File: config.mk
export PLATFORM = sky130hd
export DESIGN_NAME = scpa_front
export DESIGN_NICKNAME = d
export VERILOG_FILES = /design/src/hw/rtl/scpa_pkg.sv /design/src/hw/rtl/scpa_front.sv
export SDC_FILE = /design/constraint.sdc
export NUM_CORES = 1
export LEC_CHECK = 0
export BUFFER_PORTS_ARGS = -buffer_cell sky130_fd_sc_hd__buf_2
export CORE_UTILIZATION = 49
export DETAILED_ROUTE_END_ITERATION = 8
export PLACE_DENSITY_LB_ADDON = 0.08
export SYNTH_ARGS = -nofsm -noshare
export SYNTH_HDL_FRONTEND = slang
export SYNTH_SLANG_ARGS = --single-unit
File: constraint.sdc
create_clock -name clk_i -period 2.3 [get_ports clk_i]
set_input_delay 0.69 -clock clk_i [delete_from_list [all_inputs] [get_ports clk_i]]
set_output_delay 0.69 -clock clk_i [all_outputs]
set_load 0.02 [all_outputs]
File: src/hw/rtl/scpa_pkg.sv
`default_nettype none

package scpa_pkg;

  // Pool shape
  localparam int unsigned NUM_CLASSES   = 6;
  localparam int unsigned BASE_OBJECTS  = 1024;
  localparam int unsigned SMALLEST_SLOT = 512;

  // Field widths
  localparam int unsigned SIZE_W  = 16;
  localparam int unsigned CLS_W   = 3;
  localparam int unsigned IDX_W   = 11;
  localparam int unsigned CNT_W   = 12;
  localparam int unsigned BYTES_W = 15;
  localparam int unsigned STAT_W  = 3;

  // Free rings share one memory: class 0 first (double size), then the others
  localparam int unsigned RING_DEPTH = 2 * BASE_OBJECTS + (NUM_CLASSES - 1) * BASE_OBJECTS;
  localparam int unsigned RING_AW    = $clog2(RING_DEPTH);

  // Front-to-back queue
  localparam int unsigned QUEUE_DEPTH = 2;
  localparam int unsigned QPTR_W      = $clog2(QUEUE_DEPTH);
  localparam int unsigned QCNT_W      = $clog2(QUEUE_DEPTH + 1);

  typedef enum logic {
    OP_ALLOC   = 1'b0,
    OP_RELEASE = 1'b1
  } op_e;

  typedef enum logic [STAT_W-1:0] {
    ST_ALLOC  = 3'd0,
    ST_FREED  = 3'd1,
    ST_TOOBIG = 3'd2,
    ST_EMPTY  = 3'd3,
    ST_BAD    = 3'd4
  } status_e;

  typedef enum logic {
    BK_IDLE = 1'b0,
    BK_READ = 1'b1
  } back_state_e;

  // Classified request as it waits in the queue
  typedef struct packed {
    op_e              op;
    logic             too_big;   // allocate larger than the biggest slot
    logic             bad;       // release handle out of range
    logic [CLS_W-1:0] cls;
    logic [IDX_W-1:0] idx;
  } req_t;

  function automatic logic [CNT_W-1:0] class_cap(input logic [CLS_W-1:0] c);
    return (c == '0) ? CNT_W'(2 * BASE_OBJECTS) : CNT_W'(BASE_OBJECTS);
  endfunction

  function automatic logic [BYTES_W-1:0] class_bytes(input logic [CLS_W-1:0] c);
    return BYTES_W'(SMALLEST_SLOT) << c;
  endfunction

  function automatic logic [RING_AW-1:0] class_base(input logic [CLS_W-1:0] c);
    return (c == '0) ? '0 : RING_AW'((32'(c) + 32'd1) * BASE_OBJECTS);
  endfunction

endpackage

`default_nettype wire

File: src/hw/rtl/scpa_front.sv
`default_nettype none

module scpa_front (
  input  wire logic                    clk_i,
  input  wire logic                    rst_ni,
  input  wire logic                    in_valid_i,
  output logic                         in_ready_o,
  input  wire scpa_pkg::op_e           op_i,
  input  wire logic [scpa_pkg::SIZE_W-1:0] size_i,
  input  wire logic [scpa_pkg::CLS_W-1:0]  rcls_i,
  input  wire logic [scpa_pkg::IDX_W-1:0]  ridx_i,
  output logic                         q_valid_o,
  input  wire logic                    q_ready_i,
  output scpa_pkg::req_t               q_req_o
);
  import scpa_pkg::*;

  req_t              req;
  logic [CLS_W-1:0]  fit_cls;
  logic              fit;
  req_t              mem_q [QUEUE_DEPTH];
  logic [QPTR_W-1:0] wr_ptr_q, wr_ptr_d, rd_ptr_q, rd_ptr_d;
  logic [QCNT_W-1:0] cnt_q, cnt_d;
  logic              push, pop;

  // Smallest class that fits: scan from the top so the lowest match wins
  always_comb begin
    fit_cls = '0;
    fit     = 1'b0;
    for (int c = NUM_CLASSES - 1; c >= 0; c--) begin
      if (size_i <= SIZE_W'(class_bytes(CLS_W'(c)))) begin
        fit_cls = CLS_W'(c);
        fit     = 1'b1;
      end
    end
  end

  always_comb begin
    req.op      = op_i;
    req.too_big = (op_i == OP_ALLOC) && !fit;
    req.bad     = (op_i == OP_RELEASE) &&
                  ((32'(rcls_i) >= NUM_CLASSES) ||
                   ({1'b0, ridx_i} >= class_cap(rcls_i)));
    req.cls     = (op_i == OP_ALLOC) ? fit_cls : rcls_i;
    req.idx     = ridx_i;
  end

  assign in_ready_o = (cnt_q != QCNT_W'(QUEUE_DEPTH));
  assign q_valid_o  = (cnt_q != '0);
  assign q_req_o    = mem_q[rd_ptr_q];
  assign push       = in_valid_i && in_ready_o;
  assign pop        = q_valid_o && q_ready_i;

  always_comb begin
    wr_ptr_d = push ? wr_ptr_q + 1'b1 : wr_ptr_q;
    rd_ptr_d = pop ? rd_ptr_q + 1'b1 : rd_ptr_q;
    cnt_d    = cnt_q + QCNT_W'(push) - QCNT_W'(pop);
  end

  always_ff @(posedge clk_i or negedge rst_ni) begin
    if (!rst_ni) begin
      wr_ptr_q <= '0;
      rd_ptr_q <= '0;
      cnt_q    <= '0;
    end else begin
      wr_ptr_q <= wr_ptr_d;
      rd_ptr_q <= rd_ptr_d;
      cnt_q    <= cnt_d;
    end
  end

  always_ff @(posedge clk_i) begin
    if (push) begin
      mem_q[wr_ptr_q] <= req;
    end
  end

endmodule

`default_nettype wire

# Word-level counts from Yosys, hierarchy flattened

Memory sizes are Yosys's and may differ from the RTL's.
Cells that the tools add are included.

Input bits: 35
Latch bits: 0
Output and inout bits: 19
Memories: 1
Memory bits (writable): 34
Register bits after elaboration: 4
Bits in read-only memories: 0

Eq/ne operators: 1
Shift operators: 0
Mux-type cells: 16
Add/subtract/negate cells: 4
Order comparisons: 8
Reductions and logical operators: 8
Div/mod/pow operators: 0
$mul: 0
Bitwise operators: 1

Memory list:

| memory | words | bits a word | rd ports | clocked after memory_dff | write ports | line             | RTL |
|---|---|---|---|---|---|---|---|
| mem_q  | 2     | 17          | 1        | 0                        | 1           | scpa_front.sv:21 | `req_t mem_q [QUEUE_DEPTH];` |

Operators by type and width:

| cell                                                                     | number |
|---|---|
| 3-bit two-way mux                                                        | 7 |
| 16-bit by 10-bit <= comparator with 1-bit output (second input constant) | 1 |
| 16-bit by 11-bit <= comparator with 1-bit output (second input constant) | 1 |
| 16-bit by 12-bit <= comparator with 1-bit output (second input constant) | 1 |
| 16-bit by 13-bit <= comparator with 1-bit output (second input constant) | 1 |
| 16-bit by 14-bit <= comparator with 1-bit output (second input constant) | 1 |
| 16-bit by 15-bit <= comparator with 1-bit output (second input constant) | 1 |
| 11-bit by 12-bit greater-or-equal comparator with 1-bit output           | 1 |
| 12-bit two-way mux                                                       | 1 |
| 1-bit two-way mux                                                        | 8 |
| 1-bit logical AND                                                        | 4 |
| 3-bit greater-or-equal comparator (second input constant)                | 1 |
| 3-bit logical NOT                                                        | 1 |
| 1-bit adder (second input constant)                                      | 2 |
| 2-bit by 1-bit adder with 2-bit output                                   | 1 |
| 2-bit inequality test (second input constant)                            | 1 |
| 2-bit nonzero test                                                       | 1 |
| 2-bit by 1-bit subtractor with 2-bit output                              | 1 |
| 1-bit logical NOT                                                        | 1 |
| 1-bit logical OR                                                         | 1 |
| 1-bit inverter                                                           | 1 |

# Longest topological paths before layout

Depth after elaboration: 9
Depth in mapped cells: 7
Gate-level depth less buffers: 7

# Worst setup path after synthesis

Ideal clock, no wire load.

Path type: input port to flip-flop
Start point: input size_i[5] (netlist bit)
End point: memory mem_q[0][11] (netlist bit) (data pin)
Slack: 0.240 ns
Data arrival time: 1.799 ns
Stages: 6
Cells stage by stage: nor4_1 > and4bb_1 > buf_4 > and3b_1 > o21ai_1 > a32o_1

RTL lines:

| item            | line             | RTL |
|---|---|---|
| start, declared | scpa_front.sv:9  | `input wire logic [scpa_pkg::SIZE_W-1:0] size_i,` |
| end, declared   | scpa_front.sv:21 |  |

==> reports/results.tsv <==
metric	value	unit
clock skew	6.76	ps
top_reg_cell synth	edfxtp_1	
DRC	0	
CTS sink count	38	
Crit Path Category	reg2out	
# H-tree levels	2	
Clk pwr share	22.9	%
Chip Width	59.8	um
via count	1089	
dpl ws	65.9	ps
Worst-Skew Late Latency	340	ps
GR Overflow Total	0	
worst reg-to-reg path cell count	7	
Slew headroom	71.5	%
Post-DP HPWL	1930	um
Slowest-stage cell, CP	dfrtp_1	
Antenna Violating Nets Remaining	0	
Tot GR Track Use	17.6	%
Comb power frac	35.7	%
num ports	54	
initial antenna violation count	0	
Synth Register Bits	38	
MaxCap Viol Count	0	
Int Pwr	1.67	mW
Slew Limit Fails	0	
register area share after synthesis	68.5	%
Critical Path RT	1610	ps
Reg2Reg Setup Slack	520	ps
first-pass detailed-route iteration total	4	
sequential fraction of design power	41.4	%
status	finished clean	
post-synthesis cell area	1640	um^2
Worst Path Max Fanout	17	
P_leak	0.839	nW
share of cells above drive strength 1	50.0	%
Cells after Synth	105	
endpoint type of the worst setup path	primary output	
Tcrit/Tclk final	94.2	%
cell breakdown of the critical path	buf_6, mux2_2, buf_2	
Core Box Area	3100	um^2
drt wl/cell	12.9	um
Reg-to-Reg Start	cnt_q[1]	
unrepaired setup endpoints after global routing	no	
asr flop ratio synth	10.5	%
CP top delay family	flip-flops	
CP Launch Type	flip-flop	
CTS tree	built	
f_max	0.462	GHz
Iter 0 DRT Violations	34	
via count of the first global-routing pass	1066	
commonest non-fill, non-tap cell in the layout	buf_2	
register clock-pin slew on the reported worst setup and hold paths	110	ps
port bufs	53	
worst path bufs/invs	2	
most frequent cells in the layout	53 x buf_2, 34 x edfxtp_1, 17 x mux2_2, 5 x nor2_1, 5 x clkbuf_4	
Worst R2R End	cnt_q[1]	
Core Util, Final	67.3	%
Hold Slack	135	ps
Avg Cell Area, Syn	15.6	um^2
Final Worst Setup Slack	133	ps
Tmin final	2170	ps
Std-Cell Rows	20	
hold crit path type	in2async	
NetSw	772	uW
ant diodes	0	
DIE HEIGHT	59.8	um
Clock Path Buffers	2	
cell at the root of the clock tree	clkbuf_4	
PD cells	1170	nW/um^2
Worst Tran Pin Value	421	ps
largest net degree at the start of global routing	18	
full die area	3570	um^2
initial core utilization	52.7	%
Nets	204	
Final setup viols	0	
Worst Path Arrival	1480	ps
Post-CTS Setup Inserts	0	
Post-Synthesis Net Count	142	
synth warn	0	
post-synth cell types	34	
Hold Fails Final Rpt	0	
crit-path max cell delay	400	ps
final setup TNS	0	ps
Post-Route WL	2740	um
global-route wire length before repair	4420	um
cts bufs inserted	5	
EDFF count, synth	34	
switching part of the total	31.6	%
highest ir drop seen on vdd	803	uV
Layout area overhead	27.6	%
Final GP Congestion	0.816	
Via density	5.14	
==> per-layer routing <==
layer	vias to the layer above	global-route usage [%]	wire, um
met1	511	16.7	1090
met3	7	6.93	175
met4	0	6.98	47
li1	529	-	-
met2	42	33.2	1430
met5	-	0	0
==> power groups by stage <==
stage          Sequential, mW  Combinational [mW]  Clock (mW)
2_1_floorplan            1.01               0.615           0
3_3_place_gp             1.02               0.864           0
3_5_place_dp             1.02               0.877           0
4_1_cts                  1.01               0.882       0.570
5_1_grt                  1.03               0.962       0.591
6_report                 1.01               0.872       0.559
==> cells by family after synthesis <==
group / Yosys count / synth area share [%]
adder cells (fa/ha/maj): 2 / 1.53
XOR/XNOR: 4 / 2.14
multiplexers: 17 / 11.7
buffers and inverters: 6 / 1.68
AND/OR/NAND/NOR: 26 / 9.33
flip-flops: 38 / 68.5
AO/OA/AOI/OAI: 12 / 5.12
==> Yosys cell counts (all sizes together) (2+ instances only) <==
master / instances / share of area, %
a21oi: 4 / 1.2
buf: 2 / 0.76
dfrtp: 4 / 6.1
edfxtp: 34 / 62
ha: 2 / 1.5
inv: 3 / 0.69
mux2: 17 / 12
nand2: 3 / 0.69
nand2b: 2 / 0.76
nand3: 2 / 0.61
nor2: 5 / 1.1
nor4: 3 / 1.1
o31ai: 2 / 0.92
xnor2: 3 / 1.6
==> metrics by stage <==
stage	cell area [um^2]	power (mW)	cells
floorplan	1640	1.62	105
global route	2090	2.58	212
global placement	1980	1.88	204
CTS	2080	2.46	212
finish	2090	2.44	212
detailed placement	1980	1.90	204
==> registers in the layout (all words and copies together), names as in the netlist <==
| signal | cells |
|---|---|
| mem_q | 34 |
| cnt_q | 2 |
| rd_ptr_q | 1 |
| wr_ptr_q | 1 |
==> what timing repair did <==
item	CTS	global route
endpoints found under the hold margin	0	0
gates resized for setup	0	1
hold buffers	0	0
endpoints found under the setup margin	0	4
==> worst max-delay path by stage <==
| stage | endpoint | cells after the start | start | slack [ps] |
|---|---|---|---|---|
| 6_report | q_req_o[11] | 3 | rd_ptr_q | 130 |
| 5_1_grt | q_req_o[7] | 3 | rd_ptr_q | 50 |
| 4_1_cts | q_req_o[11] | 3 | rd_ptr_q | 50 |
| 3_5_place_dp | mem_q[1][11] | 6 | size_i[0] | 70 |
| 3_3_place_gp | mem_q[0][11] | 6 | size_i[5] | 130 |
| 2_1_floorplan | mem_q[0][11] | 6 | size_i[5] | 240 |
==> final cells by class <==
class                   instances  area, um^2
flip-flops and latches         38        1120
clock buffers                   5        37.5
multi-input cells              61         488
well taps                      44        55.1
inverters                       3        11.3
clock inverters                 3        68.8
fillers                       274        1010
repair buffers                 58         307
Note: power is estimated with default switching activity, not from simulation.
